### src/hw/rtl/tga_sd_pkg.sv
// Shared types, codes and colour decoding for the TGA stream decoder.
// No dependencies; used by every RTL file of the block.
package tga_sd_pkg;

   localparam int MAP_ENTRIES_DEF = 256;

   localparam logic [1:0] ACT_START = 2'd0;
   localparam logic [1:0] ACT_BYTE  = 2'd1;
   localparam logic [1:0] ACT_DRAIN = 2'd2;

   localparam logic CSR_MATCH_WIDTH  = 1'b0;
   localparam logic CSR_MATCH_HEIGHT = 1'b1;

   localparam logic [7:0] KIND_MAP     = 8'd1;
   localparam logic [7:0] KIND_TRUE    = 8'd2;
   localparam logic [7:0] KIND_GREY    = 8'd3;
   localparam logic [7:0] KIND_RLE_MAP = 8'd9;
   localparam logic [7:0] KIND_RLE_TRUE = 8'd10;
   localparam logic [7:0] KIND_RLE_GREY = 8'd11;

   localparam logic [7:0] DEPTH_8  = 8'd8;
   localparam logic [7:0] DEPTH_15 = 8'd15;
   localparam logic [7:0] DEPTH_16 = 8'd16;
   localparam logic [7:0] DEPTH_24 = 8'd24;
   localparam logic [7:0] DEPTH_32 = 8'd32;

   localparam logic [15:0] HEAD_LAST  = 16'd17;
   localparam logic [17:0] MAP_LIMIT  = 18'd16384;

   typedef enum logic [2:0] {
      ST_HEADER_OK,
      ST_PIXEL,
      ST_SIZE_MISMATCH,
      ST_BAD_TYPE,
      ST_BAD_DEPTH,
      ST_BAD_MAP_DEPTH,
      ST_MAP_TOO_BIG,
      ST_RUN_BYTE
   } status_type;

   typedef enum logic [2:0] {
      PH_IDLE,
      PH_HEAD,
      PH_ID,
      PH_MAP,
      PH_BODY,
      PH_DRAIN,
      PH_DONE
   } phase_type;

   typedef struct packed {
      status_type  status;
      logic [15:0] width;
      logic [15:0] height;
      logic [15:0] row;
      logic [15:0] column;
      logic [31:0] colour;
      logic        last;
      logic        pending;
      logic        use_map;
      logic        hit;
      logic        use_run;
      logic        capture;
      logic [15:0] slot;
   } result_type;

   typedef struct packed {
      logic        en;
      logic [15:0] addr;
      logic [31:0] data;
   } palette_wr_type;

   function automatic logic depth_ok(input logic [7:0] d);
      return d == DEPTH_8 || d == DEPTH_15 || d == DEPTH_16 ||
             d == DEPTH_24 || d == DEPTH_32;
   endfunction

   // Colour words are packed red in the low byte, alpha in the high byte.
   function automatic logic [31:0] decode_colour(input logic [31:0] v,
                                                 input logic [7:0] depth);
      logic [7:0] j;
      logic [7:0] k;
      logic [7:0] a;
      j = v[7:0];
      k = v[15:8];
      a = (depth == DEPTH_15 || k[7]) ? 8'hFF : 8'h00;
      case (depth)
         DEPTH_8:  return {8'hFF, j, j, j};
         DEPTH_15, DEPTH_16:
            return {a, j[4:0], 3'b000, k[1:0], j[7:5], 3'b000, k[6:2], 3'b000};
         DEPTH_24: return {8'hFF, j, k, v[23:16]};
         DEPTH_32: return {v[31:24], j, k, v[23:16]};
         default:  return 32'd0;
      endcase
   endfunction

endpackage

### src/hw/rtl/tga_sd_parse.sv
// Header, ID, colour map and body parser of the TGA stream decoder.
// Depends on tga_sd_pkg; feeds tga_sd_out with results and palette writes.
module tga_sd_parse #(
   parameter int MAP_ENTRIES = tga_sd_pkg::MAP_ENTRIES_DEF
) (
   input  logic                       clock,
   input  logic                       reset,
   input  logic                       in_valid,
   input  logic [1:0]                 in_action,
   input  logic [7:0]                 in_byte,
   input  logic                       csr_we,
   input  logic                       csr_index,
   input  logic [15:0]                csr_wdata,
   output logic                       res_valid,
   output tga_sd_pkg::result_type     res,
   output tga_sd_pkg::palette_wr_type wr
);

   localparam logic [16:0] ENTRIES = 17'(MAP_ENTRIES);

   tga_sd_pkg::phase_type phase_ff, phase_in;
   logic [15:0] match_w_ff, match_h_ff;
   logic [15:0] fbc_ff, fbc_in;
   logic [7:0]  kind_ff, kind_in, pdepth_ff, pdepth_in, mdepth_ff, mdepth_in;
   logic        mpres_ff, mpres_in;
   logic [15:0] mfirst_ff, mfirst_in, mlen_ff, mlen_in;
   logic [7:0]  idskip_ff, idskip_in, attr_ff, attr_in;
   logic [15:0] width_ff, width_in, height_ff, height_in;
   logic [31:0] part_ff, part_in;
   logic [5:0]  sub_ff, sub_in;
   logic [7:0]  rleft_ff, rleft_in;
   logic        rrep_ff, rrep_in;
   logic [15:0] col_ff, col_in, rows_ff, rows_in, frow_ff, frow_in, prow_ff, prow_in;

   logic mapped, rle, act_start, act_byte, act_drain;
   logic [31:0] part_n;
   logic [5:0]  sub_n, ebytes, pbytes;
   logic [8:0]  ebytes_sum, pbytes_sum;
   logic [16:0] fbc_inc, col_inc, rows_inc, frow_sum;
   logic [2:0]  step;
   logic        wrap, done, last;
   logic [15:0] row_out, col_nx, rows_nx, frow_nx, prow_nx;
   logic        head_end, body_hdr, body_pix, drain_pix, drain_byte;
   tga_sd_pkg::status_type head_st;
   tga_sd_pkg::phase_type  body_phase, aid_phase;
   logic        map_go, capture, pend;
   logic [7:0]  rl_body, rl_drain;
   logic [15:0] idx, slot;
   logic [17:0] map_sum;

   assign mapped = mpres_ff && (kind_ff == tga_sd_pkg::KIND_MAP ||
                                kind_ff == tga_sd_pkg::KIND_RLE_MAP);
   assign rle = kind_ff == tga_sd_pkg::KIND_RLE_MAP ||
                kind_ff == tga_sd_pkg::KIND_RLE_TRUE ||
                kind_ff == tga_sd_pkg::KIND_RLE_GREY;
   assign act_start = in_valid && in_action == tga_sd_pkg::ACT_START;
   assign act_byte  = in_valid && in_action == tga_sd_pkg::ACT_BYTE;
   assign act_drain = in_valid && in_action == tga_sd_pkg::ACT_DRAIN &&
                      phase_ff == tga_sd_pkg::PH_DRAIN;

   always_comb begin
      part_n = part_ff;
      if (sub_ff < 6'd4) begin
         case (sub_ff[1:0])
            2'd0:    part_n[7:0]   = part_ff[7:0]   | in_byte;
            2'd1:    part_n[15:8]  = part_ff[15:8]  | in_byte;
            2'd2:    part_n[23:16] = part_ff[23:16] | in_byte;
            default: part_n[31:24] = part_ff[31:24] | in_byte;
         endcase
      end
   end

   assign sub_n      = sub_ff + 6'd1;
   assign ebytes_sum = {1'b0, mdepth_ff} + 9'd7;
   assign pbytes_sum = {1'b0, pdepth_ff} + 9'd7;
   assign ebytes     = ebytes_sum[8:3];
   assign pbytes     = pbytes_sum[8:3];
   assign fbc_inc    = {1'b0, fbc_ff} + 17'd1;

   // Pixel position bookkeeping, shared by body pixels and drain ticks.
   assign row_out  = attr_ff[5] ? frow_ff : height_ff - frow_ff - 16'd1;
   assign col_inc  = {1'b0, col_ff} + 17'd1;
   assign rows_inc = {1'b0, rows_ff} + 17'd1;
   assign step     = (attr_ff[7:6] == 2'd2) ? 3'd4 : (attr_ff[7:6] == 2'd1) ? 3'd2 : 3'd1;
   assign frow_sum = {1'b0, frow_ff} + {14'd0, step};
   assign wrap     = col_inc >= {1'b0, width_ff};
   assign last     = rows_inc == {1'b0, height_ff} && col_inc == {1'b0, width_ff};
   assign prow_nx  = (wrap && frow_sum >= {1'b0, height_ff}) ? prow_ff + 16'd1 : prow_ff;
   assign col_nx   = wrap ? 16'd0 : col_inc[15:0];
   assign rows_nx  = wrap ? rows_inc[15:0] : rows_ff;
   assign frow_nx  = !wrap ? frow_ff :
                     (frow_sum >= {1'b0, height_ff}) ? prow_nx : frow_sum[15:0];
   assign done     = wrap ? rows_inc >= {1'b0, height_ff} : rows_ff >= height_ff;

   assign map_sum = {2'd0, mfirst_ff} + {2'd0, mlen_ff} + 18'd1;
   always_comb begin
      if ((match_w_ff != 16'd0 && width_ff != match_w_ff) ||
          (match_h_ff != 16'd0 && height_ff != match_h_ff))
         head_st = tga_sd_pkg::ST_SIZE_MISMATCH;
      else if (!(kind_ff == tga_sd_pkg::KIND_MAP || kind_ff == tga_sd_pkg::KIND_TRUE ||
                 kind_ff == tga_sd_pkg::KIND_GREY || rle))
         head_st = tga_sd_pkg::ST_BAD_TYPE;
      else if (!tga_sd_pkg::depth_ok(pdepth_ff))
         head_st = tga_sd_pkg::ST_BAD_DEPTH;
      else if (mapped && !tga_sd_pkg::depth_ok(mdepth_ff))
         head_st = tga_sd_pkg::ST_BAD_MAP_DEPTH;
      else if (mapped && (map_sum >= tga_sd_pkg::MAP_LIMIT || {1'b0, mlen_ff} > ENTRIES))
         head_st = tga_sd_pkg::ST_MAP_TOO_BIG;
      else
         head_st = tga_sd_pkg::ST_HEADER_OK;
   end

   assign body_phase = (width_ff == 16'd0 || height_ff == 16'd0) ?
                       tga_sd_pkg::PH_DONE : tga_sd_pkg::PH_BODY;
   assign map_go     = mpres_ff && mlen_ff != 16'd0 && ebytes != 6'd0;
   assign aid_phase  = map_go ? tga_sd_pkg::PH_MAP : body_phase;

   assign head_end   = act_byte && phase_ff == tga_sd_pkg::PH_HEAD && fbc_ff == tga_sd_pkg::HEAD_LAST;
   assign body_hdr   = act_byte && phase_ff == tga_sd_pkg::PH_BODY && rle && rleft_ff == 8'd0;
   assign body_pix   = act_byte && phase_ff == tga_sd_pkg::PH_BODY && !body_hdr &&
                       sub_n >= pbytes;
   assign drain_pix  = act_drain;
   assign drain_byte = act_byte && phase_ff == tga_sd_pkg::PH_DRAIN;

   assign rl_body  = (rle && rleft_ff != 8'd0) ? rleft_ff - 8'd1 : rleft_ff;
   assign rl_drain = (rleft_ff != 8'd0) ? rleft_ff - 8'd1 : rleft_ff;
   assign capture  = body_pix && rle && rrep_ff && rl_body != 8'd0;
   assign pend     = !done && (drain_pix ? rl_drain != 8'd0 : capture);

   always_comb begin
      if (pdepth_ff == tga_sd_pkg::DEPTH_8)
         idx = {8'd0, part_n[7:0]};
      else if (pdepth_ff == tga_sd_pkg::DEPTH_15 || pdepth_ff == tga_sd_pkg::DEPTH_16)
         idx = part_n[15:0];
      else
         idx = 16'd0;
   end
   assign slot = idx - mfirst_ff;

   always_ff @(posedge clock) begin
      if (reset) begin
         match_w_ff <= 16'd0;
         match_h_ff <= 16'd0;
      end else if (csr_we) begin
         case (csr_index)
            tga_sd_pkg::CSR_MATCH_WIDTH:  match_w_ff <= csr_wdata;
            tga_sd_pkg::CSR_MATCH_HEIGHT: match_h_ff <= csr_wdata;
            default: ;
         endcase
      end
   end

   always_comb begin
      phase_in = phase_ff;   fbc_in = fbc_ff;       kind_in = kind_ff;
      pdepth_in = pdepth_ff; mdepth_in = mdepth_ff; mpres_in = mpres_ff;
      mfirst_in = mfirst_ff; mlen_in = mlen_ff;     idskip_in = idskip_ff;
      attr_in = attr_ff;     width_in = width_ff;   height_in = height_ff;
      part_in = part_ff;     sub_in = sub_ff;       rleft_in = rleft_ff;
      rrep_in = rrep_ff;     col_in = col_ff;       rows_in = rows_ff;
      frow_in = frow_ff;     prow_in = prow_ff;
      if (act_start) begin
         phase_in = tga_sd_pkg::PH_HEAD;
         fbc_in = 16'd0;   kind_in = 8'd0;   pdepth_in = 8'd0; mpres_in = 1'b0;
         mfirst_in = 16'd0; mlen_in = 16'd0; mdepth_in = 8'd0; idskip_in = 8'd0;
         width_in = 16'd0; height_in = 16'd0; attr_in = 8'd0;  part_in = 32'd0;
         rleft_in = 8'd0;  rrep_in = 1'b0;   col_in = 16'd0;   rows_in = 16'd0;
         frow_in = 16'd0;  prow_in = 16'd0;  sub_in = 6'd0;
      end else if (drain_pix) begin
         rleft_in = rl_drain;
         phase_in = (rl_drain == 8'd0) ? tga_sd_pkg::PH_BODY : tga_sd_pkg::PH_DRAIN;
         col_in = col_nx; rows_in = rows_nx; frow_in = frow_nx; prow_in = prow_nx;
         if (done) begin
            phase_in = tga_sd_pkg::PH_DONE;
            rleft_in = 8'd0;
            rrep_in  = 1'b0;
         end
      end else if (act_byte) begin
         case (phase_ff)
            tga_sd_pkg::PH_HEAD: begin
               case (fbc_ff[4:0])
                  5'd0:  idskip_in = in_byte;
                  5'd1:  mpres_in = in_byte == 8'd1;
                  5'd2:  kind_in = in_byte;
                  5'd3:  mfirst_in = {8'd0, in_byte};
                  5'd4:  mfirst_in[15:8] = mfirst_ff[15:8] | in_byte;
                  5'd5:  mlen_in = {8'd0, in_byte};
                  5'd6:  mlen_in[15:8] = mlen_ff[15:8] | in_byte;
                  5'd7:  mdepth_in = in_byte;
                  5'd12: width_in = {8'd0, in_byte};
                  5'd13: width_in[15:8] = width_ff[15:8] | in_byte;
                  5'd14: height_in = {8'd0, in_byte};
                  5'd15: height_in[15:8] = height_ff[15:8] | in_byte;
                  5'd16: pdepth_in = in_byte;
                  5'd17: attr_in = in_byte;
                  default: ;
               endcase
               fbc_in = fbc_inc[15:0];
               if (head_end) begin
                  if (head_st != tga_sd_pkg::ST_HEADER_OK) begin
                     phase_in = tga_sd_pkg::PH_IDLE;
                  end else if (idskip_ff != 8'd0) begin
                     fbc_in = 16'd0;
                     phase_in = tga_sd_pkg::PH_ID;
                  end else begin
                     fbc_in = 16'd0; sub_in = 6'd0; part_in = 32'd0;
                     phase_in = aid_phase;
                  end
               end
            end
            tga_sd_pkg::PH_ID: begin
               fbc_in = fbc_inc[15:0];
               if (fbc_inc >= {9'd0, idskip_ff}) begin
                  fbc_in = 16'd0; sub_in = 6'd0; part_in = 32'd0;
                  phase_in = aid_phase;
               end
            end
            tga_sd_pkg::PH_MAP: begin
               part_in = part_n;
               sub_in = sub_n;
               if (sub_n >= ebytes) begin
                  fbc_in = fbc_inc[15:0];
                  sub_in = 6'd0;
                  part_in = 32'd0;
                  if (fbc_inc >= {1'b0, mlen_ff})
                     phase_in = body_phase;
               end
            end
            tga_sd_pkg::PH_BODY: begin
               if (body_hdr) begin
                  rrep_in = in_byte[7];
                  rleft_in = {1'b0, in_byte[6:0]} + 8'd1;
                  sub_in = 6'd0;
                  part_in = 32'd0;
               end else if (body_pix) begin
                  sub_in = 6'd0;
                  part_in = 32'd0;
                  rleft_in = rl_body;
                  if (capture)
                     phase_in = tga_sd_pkg::PH_DRAIN;
                  col_in = col_nx; rows_in = rows_nx; frow_in = frow_nx; prow_in = prow_nx;
                  if (done) begin
                     phase_in = tga_sd_pkg::PH_DONE;
                     rleft_in = 8'd0;
                     rrep_in  = 1'b0;
                  end
               end else begin
                  part_in = part_n;
                  sub_in = sub_n;
               end
            end
            default: ;
         endcase
      end
   end

   always_comb begin
      res_valid   = head_end || body_pix || drain_pix || drain_byte;
      res         = '0;
      res.width   = width_ff;
      res.height  = height_ff;
      res.slot    = slot;
      if (head_end) begin
         res.status = head_st;
      end else if (drain_byte) begin
         res.status  = tga_sd_pkg::ST_RUN_BYTE;
         res.pending = 1'b1;
      end else if (body_pix || drain_pix) begin
         res.status  = tga_sd_pkg::ST_PIXEL;
         res.row     = row_out;
         res.column  = col_ff;
         res.last    = last;
         res.pending = pend;
         res.use_run = drain_pix;
         res.capture = capture;
         res.use_map = body_pix && mapped;
         res.hit     = slot < mlen_ff && {1'b0, slot} < ENTRIES;
         res.colour  = tga_sd_pkg::decode_colour(part_n, pdepth_ff);
      end
   end

   always_comb begin
      wr.en   = act_byte && phase_ff == tga_sd_pkg::PH_MAP && sub_n >= ebytes &&
                mapped && {1'b0, fbc_ff} < ENTRIES;
      wr.addr = fbc_ff;
      wr.data = tga_sd_pkg::decode_colour(part_n, mdepth_ff);
   end

   always_ff @(posedge clock) begin
      if (reset) begin
         phase_ff <= tga_sd_pkg::PH_IDLE;
         fbc_ff <= '0;   kind_ff <= '0;   pdepth_ff <= '0; mdepth_ff <= '0;
         mpres_ff <= '0; mfirst_ff <= '0; mlen_ff <= '0;   idskip_ff <= '0;
         attr_ff <= '0;  width_ff <= '0;  height_ff <= '0; part_ff <= '0;
         sub_ff <= '0;   rleft_ff <= '0;  rrep_ff <= '0;   col_ff <= '0;
         rows_ff <= '0;  frow_ff <= '0;   prow_ff <= '0;
      end else begin
         phase_ff <= phase_in;
         fbc_ff <= fbc_in;     kind_ff <= kind_in;     pdepth_ff <= pdepth_in;
         mdepth_ff <= mdepth_in; mpres_ff <= mpres_in; mfirst_ff <= mfirst_in;
         mlen_ff <= mlen_in;   idskip_ff <= idskip_in; attr_ff <= attr_in;
         width_ff <= width_in; height_ff <= height_in; part_ff <= part_in;
         sub_ff <= sub_in;     rleft_ff <= rleft_in;   rrep_ff <= rrep_in;
         col_ff <= col_in;     rows_ff <= rows_in;     frow_ff <= frow_in;
         prow_ff <= prow_in;
      end
   end

endmodule

### config.mk
export PLATFORM = sky130hd
export DESIGN_NAME = tga_sd_parse
export DESIGN_NICKNAME = d
export VERILOG_FILES = /design/src/hw/rtl/tga_sd_pkg.sv /design/src/hw/rtl/tga_sd_parse.sv
export SDC_FILE = /design/constraint.sdc
export NUM_CORES = 1
export LEC_CHECK = 0
export ABC_AREA = 0
export BUFFER_PORTS_ARGS = -buffer_cell sky130_fd_sc_hd__buf_2
export CORE_UTILIZATION = 40
export DETAILED_ROUTE_END_ITERATION = 6
export PLACE_DENSITY = 0.67
export SYNTH_ARGS = -nofsm -noshare
export SYNTH_HDL_FRONTEND = slang
export SYNTH_SLANG_ARGS = --single-unit
### constraint.sdc
create_clock -name clock -period 8.2 [get_ports clock]
set_input_delay 1.64 -clock clock [delete_from_list [all_inputs] [get_ports clock]]
set_output_delay 1.64 -clock clock [all_outputs]
set_load 0.01 [all_outputs]
==> results of run 1 <==
[power groups by stage]
stage	combinational, mW	sequential, mW	clock, mW
after floorplan	0.0711	1.31	0
after global placement	0.119	1.32	0
after detailed placement	0.121	1.32	0
after CTS	0.122	1.29	1.56
after global routing	0.132	1.29	1.61
final	0.123	1.29	1.54
[cells in the mapped netlist, drive strengths merged (6+ instances only)]
| library cell | number | area share (%) |
|---|---|---|
| nor3 | 47 | 1.2 |
| o31a | 12 | 0.54 |
| o22ai | 16 | 0.52 |
| nand2b | 20 | 0.65 |
| a211oi | 25 | 0.99 |
| nand3 | 76 | 2.0 |
| mux2i | 73 | 3.8 |
| and3 | 30 | 0.97 |
| inv | 133 | 2.6 |
| nand4 | 39 | 1.3 |
| nand3b | 7 | 0.27 |
| buf | 18 | 0.43 |
| clkbuf | 113 | 2.2 |
| nor2 | 327 | 6.3 |
| nor2b | 32 | 1.0 |
| or4 | 12 | 0.48 |
| nor4 | 43 | 1.5 |
| dfxtp | 262 | 27 |
| ha | 183 | 12 |
| o221ai | 10 | 0.45 |
| xor2 | 97 | 4.4 |
| or2 | 17 | 0.55 |
| or3 | 54 | 1.7 |
| o21a | 33 | 1.3 |
| and2 | 24 | 0.78 |
| o21ai | 89 | 2.3 |
| and4 | 6 | 0.27 |
| a22oi | 7 | 0.27 |
| nand2 | 252 | 4.9 |
| or3b | 11 | 0.51 |
| a21o | 30 | 1.2 |
| a21oi | 256 | 6.6 |
| xnor2 | 79 | 3.6 |
| o211ai | 11 | 0.43 |
| a31oi | 17 | 0.55 |
| a221oi | 6 | 0.27 |
| nor3b | 13 | 0.50 |
[cell type report]
cell class                      instances  area, µm²
Multi-Input combinational cell       2030      13100
Tap cell                              615        769
Inverter                              133        499
Fill cell                            4705      25700
Antenna cell                            2       5.00
Clock inverter                         14        165
Clock buffer                           49        978
Timing Repair Buffer                  233       1250
Sequential cell                       262       5250
[what timing repair did]
item	in CTS	in global routing
setup buffers	0	2
gates resized for setup	1	5
endpoints found under the hold margin	0	0
pin swaps	0	2
setup endpoints to repair	1	1
[sequential cells by signal, summed over array words and instances, names as in the netlist, 3 cells and up]
signal	flops
width_ff	16
idskip_ff	8
height_ff	16
col_ff	16
rows_ff	16
prow_ff	16
pdepth_ff	8
sub_ff	6
fbc_ff	16
mlen_ff	16
phase_ff	3
match_h_ff	16
mdepth_ff	8
match_w_ff	16
part_ff	32
rleft_ff	8
frow_ff	16
mfirst_ff	16
kind_ff	8
attr_ff	3
[through the flow]
stage                     power [mW]  util, %  hold WS, ns
after floorplan                 1.39        -        0.432
after global placement          1.44     43.7        0.438
after detailed placement        1.44     43.7        0.446
after CTS                       2.97     46.1        0.452
after global routing            3.03     46.2        0.471
final                           2.95     46.2        0.455
[routing by layer]
metal / track usage, % / share of wire (%) / vias to the layer above
li1: - / - / 9274
met1: 33.3 / 43 / 9177
met2: 42.8 / 47 / 686
met3: 3.49 / 6.9 / 148
met4: 9.34 / 3.2 / 0
met5: 0 / 0 / -
[kinds of logic after synthesis]
group | synth area share, %
adder cells (fa/ha/maj) | 12.2
AO/OA/AOI/OAI | 18.2
buffers and inverters | 5.21
flip-flops | 27.1
AND/OR/NAND/NOR | 25.4
multiplexers | 3.89
XOR/XNOR | 7.96
[worst register-to-register path, delay by kind of cell (launching register included)]
kind            cells  cell delay, ns
simple gates        4            1.63
compound gates      4            1.61
fa+ha+maj           2            0.60
flops               1            0.50
buf+inv             1            0.44
xor+xnor            1            0.32
[path summary, 6_finish.rpt]
kind | startpoint | endpoint | cells past startpoint
max | pdepth_ff[0] | res[18] | 23
min | part_ff[13] | part_ff[13] | 2
max reg2reg | sub_ff[0] | col_ff[0] | 12
min reg2reg | part_ff[13] | part_ff[13] | 2
==> flow_summary.toml, run 1 <==
[clock_network]
cts_sinks = 262
clock_latency_ns = 0.57
cts_tree = "yes"
clk_pin_slew_ns = 0.06
cts.path.max_buffers = 3
h-tree-depth = 2
hold_buffers = 0
cts_inserted_buffers = 35
root_buffer = "clkbuf_16"

[critical_path]
crit_fanout = 8
worstPathArrival_ns = 6.19
path_delay_family = "simple AND/OR/NAND/NOR gates"
required_ns = 6.56
reg2reg_slack_ns = 3.05
crit_slowest_cell = "or3_1"
crit_path_max_incr_delay_ns = 0.44
path_class = "register to output port"
worst-path-buf-inv = 1
cp-start-kind = "register"
end_kind = "output port"
crit_chain = "or3_1 > or3_1 > nor2_1 > nand2_2 > and2_2 > or2_2 > ha_1 > fa_1 > nor2b_1 > o21ai_0 > a21boi_1 > nand2b_1 > a221o_1 > a221oi_1 > xnor2_1 > ha_1 > a21o_1 > a21oi_1 > o211ai_1 > or4_1 > a2111o_1 > nor4_1 > buf_2"

[yosys]
synth-seq-cells = 262
synth-edff-count = 0
syn_area_um2 = 19400
ys_types = 84
synthCells = 2556
yosysSeqAreaShare_pct = 27.1
synth.avg_cell_area_um2 = 7.58
syn_nets = 2774
synthArstFlopShare_pct = 0
dominantRegCellSynth = "dfxtp_1"
ys_warn_count = 0

[floorplanning]
initial_core_util_pct = 40.6
die_w_um = 222
die_h_um = 222
core_area_um2 = 47700
dieArea_um2 = 49300
fp-row-count = 80
ioPinCount = 202

[placed_design]
postPlaceCellArea_um2 = 20900
numPortBuffers = 201
post-dp-hpwl_mm = 48.4
gp_congestion = 0.966
dp_slack_ns = 0.565
place_inst = 3271

[pwr]
switching_share_pct = 24.7
p_clk_share_pct = 52.1
power_density_nw_per_um2 = 134
p_leak_nw = 9.36
p_int_mw = 2.22
seq_power_share_pct = 43.7
combPwrFrac_pct = 4.2
p_switching_mw = 0.728
vdd_drop_max_uv = 121

[route]
via_per_inst = 5.78
drt_iter0_drc = 1371
antenna_left = 0
vias = 19300
wl_per_cell_um = 19.5
drc = 0
drt_wl_total_mm = 65.1
first_pass_iters = 7

[timing]
tightest_slew_ns = 1.11
final_max_slew_viol_count = 0
finalSetupViolations = 0
fin_ws_ns = 0.373
maxSlewHeadroom_pct = 26.1
setup_tns_ns = 0
fin_crit_ns = 7.83
period_share_pct = 95.5
rsz0062_at_grt = "false"
finalClockSkew_ns = 0.0355
hold_viol = 0
fmax_mhz = 128

[global_route]
gr-total-overflow = 0
grt_max_degree = 86
grt_pass1_vias = 18100
antenna_found_initial = 0
grt_pass1_wl_mm = 101
track_usage_pct = 25.6

[job]
timing.max_cap.violations = 0

[run_status]
status = "completed"

[worst_hold_path]
hp-class = "register to register"

[cells_and_area]
area_growth_pct = 13.8
most-common-layout-cells = "nor2_1, dfxtp_1, a21oi_1"
nets = 2913
design_area_um2 = 22100
fin_cells = 3338
drive_above_1_share_pct = 12.2
final_common_cell = "nor2_1"
Note: power is estimated with default switching activity, not from simulation.
==> inputs of run 2 (changes only) <==
==> constraint.sdc (replaced) <==
create_clock -name clock -period 8.2 [get_ports clock]
set_input_delay 1.64 -clock clock [delete_from_list [all_inputs] [get_ports clock]]
set_output_delay 1.64 -clock clock [all_outputs]
set_load 0.05 [all_outputs]
==> flow_summary.toml, run 2 (same netlist as run 1, synthesis figures left out) <==
[run_status]
status = "completed"

[critical_path]
worstPathArrival_ns = 6.30
crit_path_end = "res[18]"
path_class = "register to output port"
crit_top_cell = "a21o_1"
worstReg2RegStart = "sub_ff[0]"
crit_slowest_cell = "dfxtp_1"
required_ns = 6.56
worst-path-buf-inv = 1
crit_chain = "nand4_1 > or2_2 > a21o_1 > and2_2 > or2_2 > ha_1 > nor2b_1 > o21ai_0 > a21oi_2 > o211ai_1 > a21oi_1 > a21o_1 > a21oi_1 > xnor2_2 > ha_1 > a21o_1 > a21o_1 > a21oi_1 > o211ai_1 > or4_1 > a2111o_1 > nor4_4 > buf_6"
crit_fanout = 18
path_depth = 23
end_kind = "output port"
reg2reg_to = "col_ff[0]"
startpoint = "pdepth_ff[3]"
cp-start-kind = "register"
crit_path_max_incr_delay_ns = 0.51
r2r_cells = 12
path_delay_family = "compound AO/OA/AOI/OAI gates"
reg2reg_slack_ns = 2.97

[clock_network]
cts.path.max_buffers = 3
hold_buffers = 0
cts_inserted_buffers = 31
cts_tree = "yes"
clk_pin_slew_ns = 0.06
cts_sinks = 262
clock_latency_ns = 0.60
root_buffer = "clkbuf_16"
h-tree-depth = 1

[timing]
fin_crit_ns = 7.94
period_share_pct = 96.8
hold_viol = 0
tightest_slew_ns = 1.22
fmax_mhz = 126
setup_tns_ns = 0
finalClockSkew_ns = 0.0152
finalSetupViolations = 0
final_max_slew_viol_count = 0
maxSlewHeadroom_pct = 19.0
whs_ns = 0.450

[route]
wl_met3_mm = 5.01
met1_length_mm = 27.9
wl_met2_mm = 30.4
first_pass_iters = 6
drc = 0
drt_iter0_drc = 1479
route.top_layer_used = "met5"
via_per_inst = 5.86
antenna_left = 0
vias = 19500
drt_wl_total_mm = 65.1
wl_per_cell_um = 19.5

[cells_and_area]
most-common-layout-cells = "nor2_1, dfxtp_1, a21oi_1"
nets = 2909
final_common_cell = "nor2_1"
largest_register = "part_ff"
area_growth_pct = 13.9
fin_util_pct = 46.2
fill_cells = 4709
design_area_um2 = 22100
largest_reg_flops = 32
drive_above_1_share_pct = 12.5
diodes = 0

[floorplanning]
fp-row-count = 80
initial_core_util_pct = 40.6
die_h_um = 222
core_area_um2 = 47700
die_w_um = 222
ioPinCount = 202
dieArea_um2 = 49300

[global_route]
grt_pass1_wl_mm = 101
antenna_found_initial = 2
gr-total-overflow = 0
track_usage_pct = 25.3
grt_pass1_vias = 18200
grt_max_degree = 69

[pwr]
power_density_nw_per_um2 = 132
p_total_mw = 2.92
vdd_drop_max_uv = 158
p_leak_nw = 9.38

[placed_design]
gp_congestion = 0.925
postPlaceCellArea_um2 = 20900
numPortBuffers = 201
post-dp-hpwl_mm = 48.4

[job]
timing.max_cap.violations = 0

[worst_hold_path]
hp-class = "register to register"
==> run 2: routing by layer <==
metal	vias to the layer above	global-route usage (%)
met5	-	0
met1	9312	33.7
li1	9258	-
met3	130	3.71
met2	803	42.1
met4	4	7.77
==> run 2: repair_timing <==
| action | 4_1_cts | 5_1_grt |
|---|---|---|
| endpoints found under the setup margin | 1 | 1 |
| hold endpoints to repair | 0 | 0 |
| setup buffers | 0 | 3 |
| gates resized for setup | 4 | 6 |
| pin swaps | 0 | 3 |
==> run 2: final cells by class <==
class | count | area, µm² | area share (%)
clock buffers | 42 | 897 | 4.06
multi-input cells | 2030 | 13200 | 59.8
inverters | 133 | 499 | 2.26
repair buffers | 233 | 1250 | 5.67
well taps | 615 | 769 | 3.49
clock inverters | 16 | 220 | 0.998
flip-flops and latches | 262 | 5250 | 23.8
==> run 2: worst reg2reg max path, stage by stage, from the launching register on <==
cell and delay, ns:
dfxtp_1 0.52, ha_1 0.29, nand3_1 0.11, xnor2_1 0.37
ha_1 0.32, a21o_1 0.18, a21oi_1 0.12, o21ai_0 0.32
a21oi_4 0.95, buf_4 0.46, or2_2 0.64, nand2_1 0.57
nor3_1 0.31
==> run 2: report_power, final <==
group | leakage [nW] | switching [mW] | internal [mW]
Clock | 0.544 | 0.608 | 0.898
Sequential | 2.11 | 0.00896 | 1.28
Combinational | 6.73 | 0.0913 | 0.0338
==> run 2: worst min-delay path by stage <==
stage | startpoint | endpoint | slack (ns) | cells past startpoint
floorplan | part_ff[0] | part_ff[0] | 0.43 | 2
global placement | part_ff[20] | part_ff[20] | 0.44 | 2
detailed placement | part_ff[20] | part_ff[20] | 0.45 | 2
CTS | part_ff[11] | part_ff[11] | 0.45 | 2
global route | part_ff[11] | part_ff[11] | 0.47 | 2
finish | part_ff[23] | part_ff[23] | 0.45 | 2
==> run 2: per-stage QoR <==
step	setup slack, ns	instances
3_3_place_gp	0.478	3270
5_1_grt	-0.0681	3331
2_1_floorplan	0.121	2556
4_1_cts	0.00106	3328
3_5_place_dp	0.440	3270
6_report	0.262	3331
==> inputs of run 3 (changes only) <==
- CORE_UTILIZATION: 40 -> 35
- PLACE_DENSITY: 0.67 -> 0.61
==> flow_summary.toml, run 3 (same netlist as run 1, synthesis figures left out) <==
[route]
drc = 0
first_pass_iters = 6
vias = 19300
via_per_inst = 5.65
drt_iter0_drc = 1545
wl_per_cell_um = 19.5
antenna_left = 0
drt_wl_total_mm = 66.8

[critical_path]
crit_slowest_cell = "or3_1"
path_delay_family = "simple AND/OR/NAND/NOR gates"
reg2reg_to = "frow_ff[11]"
worstReg2RegStart = "attr_ff[6]"
crit_fanout = 8
crit_path_max_incr_delay_ns = 0.43
crit_path_end = "res[18]"
cp-start-kind = "register"
worst-path-buf-inv = 2
end_kind = "output port"
path_depth = 24
path_class = "register to output port"
worstPathArrival_ns = 6.25
r2r_cells = 19
crit_chain = "or3_1 > or3_1 > nor2_1 > nand2_2 > and2_2 > or2_2 > ha_1 > fa_1 > nor2b_1 > o21ai_0 > a21boi_1 > buf_4 > nand2b_1 > a221o_1 > a221oi_2 > xnor2_2 > ha_1 > a21o_1 > a21oi_1 > o211ai_1 > or4_1 > a2111o_1 > nor4_4 > buf_4"
startpoint = "pdepth_ff[0]"
required_ns = 6.56
reg2reg_slack_ns = 3.00

[clock_network]
h-tree-depth = 2
clk_pin_slew_ns = 0.06
root_buffer = "clkbuf_16"
clock_latency_ns = 0.57
cts_tree = "yes"
hold_buffers = 0
cts.path.max_buffers = 3
cts_sinks = 262
cts_inserted_buffers = 34

[cells_and_area]
design_area_um2 = 22200
nets = 2916
drive_above_1_share_pct = 12.6
fin_cells = 3420
fin_util_pct = 41.0
most-common-layout-cells = "nor2_1, dfxtp_1, a21oi_1"
largest_reg_flops = 32
area_growth_pct = 14.8
largest_register = "part_ff"
final_common_cell = "nor2_1"

[floorplanning]
core_area_um2 = 54200
die_h_um = 237
die_w_um = 237
ioPinCount = 202
dieArea_um2 = 56300
fp-row-count = 85
initial_core_util_pct = 35.7

[timing]
final_max_slew_viol_count = 0
tightest_slew_ns = 1.20
fmax_mhz = 127
rsz0062_at_grt = "false"
setup_tns_ns = 0
hold_viol = 0
finalClockSkew_ns = 0.0296
period_share_pct = 96.2
finalSetupViolations = 0
fin_crit_ns = 7.89
maxSlewHeadroom_pct = 20.1
whs_ns = 0.452

[placed_design]
post-dp-hpwl_mm = 49.9
place_inst = 3356
numPortBuffers = 201
gp_congestion = 0.920
postPlaceCellArea_um2 = 21100

[pwr]
p_leak_nw = 9.40
p_switching_mw = 0.723
power_density_nw_per_um2 = 133
p_int_mw = 2.24
p_clk_share_pct = 52.2
seq_power_share_pct = 43.5
vdd_drop_max_uv = 140
combPwrFrac_pct = 4.3
switching_share_pct = 24.4

[global_route]
grt_max_degree = 81
gr-total-overflow = 0
grt_pass1_vias = 18200
grt_pass1_wl_mm = 103
antenna_found_initial = 2
track_usage_pct = 23.0

[run_status]
status = "completed"

[worst_hold_path]
hp-class = "register to register"

[job]
timing.max_cap.violations = 0
run 3: cell count changes in the layout (fill, tap and decap cells not counted), sizes merged:
cell | previous run | this run
buf | 233 | 237
clkbuf | 42 | 45
diode | 0 | 1
run 3: final cells by class:
class	count	area, µm²
inverters	133	499
clock buffers	45	922
well taps	696	871
multi-input cells	2030	13200
flip-flops and latches	262	5250
fillers	5523	32000
diodes	1	2.50
clock inverters	16	210
repair buffers	237	1280
run 3: metal layers:
layer,up-vias,wire [µm],track usage (%)
met5,-,0,0
met4,0,2320,9.11
met3,143,3960,3.46
met2,635,31300,38.4
met1,9285,29200,29.6
li1,9276,-,-
run 3: worst min-delay path by stage:
stage                            from           to  slack, ns  cells after the start
after detailed placement  part_ff[15]  part_ff[15]       0.44                      2
after CTS                 part_ff[15]  part_ff[15]       0.45                      2
after global placement     part_ff[9]   part_ff[9]       0.44                      2
after floorplan            part_ff[0]   part_ff[0]       0.43                      2
final                     part_ff[15]  part_ff[15]       0.45                      2
after global routing       part_ff[9]   part_ff[9]       0.47                      2
run 3: worst reg2reg max path: cells and delay by family (launching register included):
family	cells	cell delay [ns]
flops	1	0.37
simple gates	7	1.84
xor+xnor	1	0.17
fa+ha+maj	4	1.03
compound gates	6	1.62
buf+inv	1	0.06
run 3: repair_timing:
action | 4_1_cts | 5_1_grt
gates resized for setup | 3 | 6
setup endpoints to repair | 1 | 1
setup buffers | 0 | 2
pin swaps | 0 | 1
run 3: power by group through the flow:
| stage | logic [mW] | clock network [mW] | registers, mW |
|---|---|---|---|
| 4_1_cts | 0.125 | 1.58 | 1.29 |
| 5_1_grt | 0.135 | 1.63 | 1.29 |
| 2_1_floorplan | 0.0711 | 0 | 1.32 |
| 3_3_place_gp | 0.123 | 0 | 1.32 |
| 3_5_place_dp | 0.125 | 0 | 1.32 |
| 6_report | 0.126 | 1.55 | 1.29 |
run 3: per-stage QoR:
stage               setup slack [ns]  total power [mW]
floorplan                      0.121              1.39
global placement               0.512              1.44
detailed placement             0.461              1.44
CTS                           0.0739              2.99
global route                  0.0187              3.05
finish                         0.309              2.96
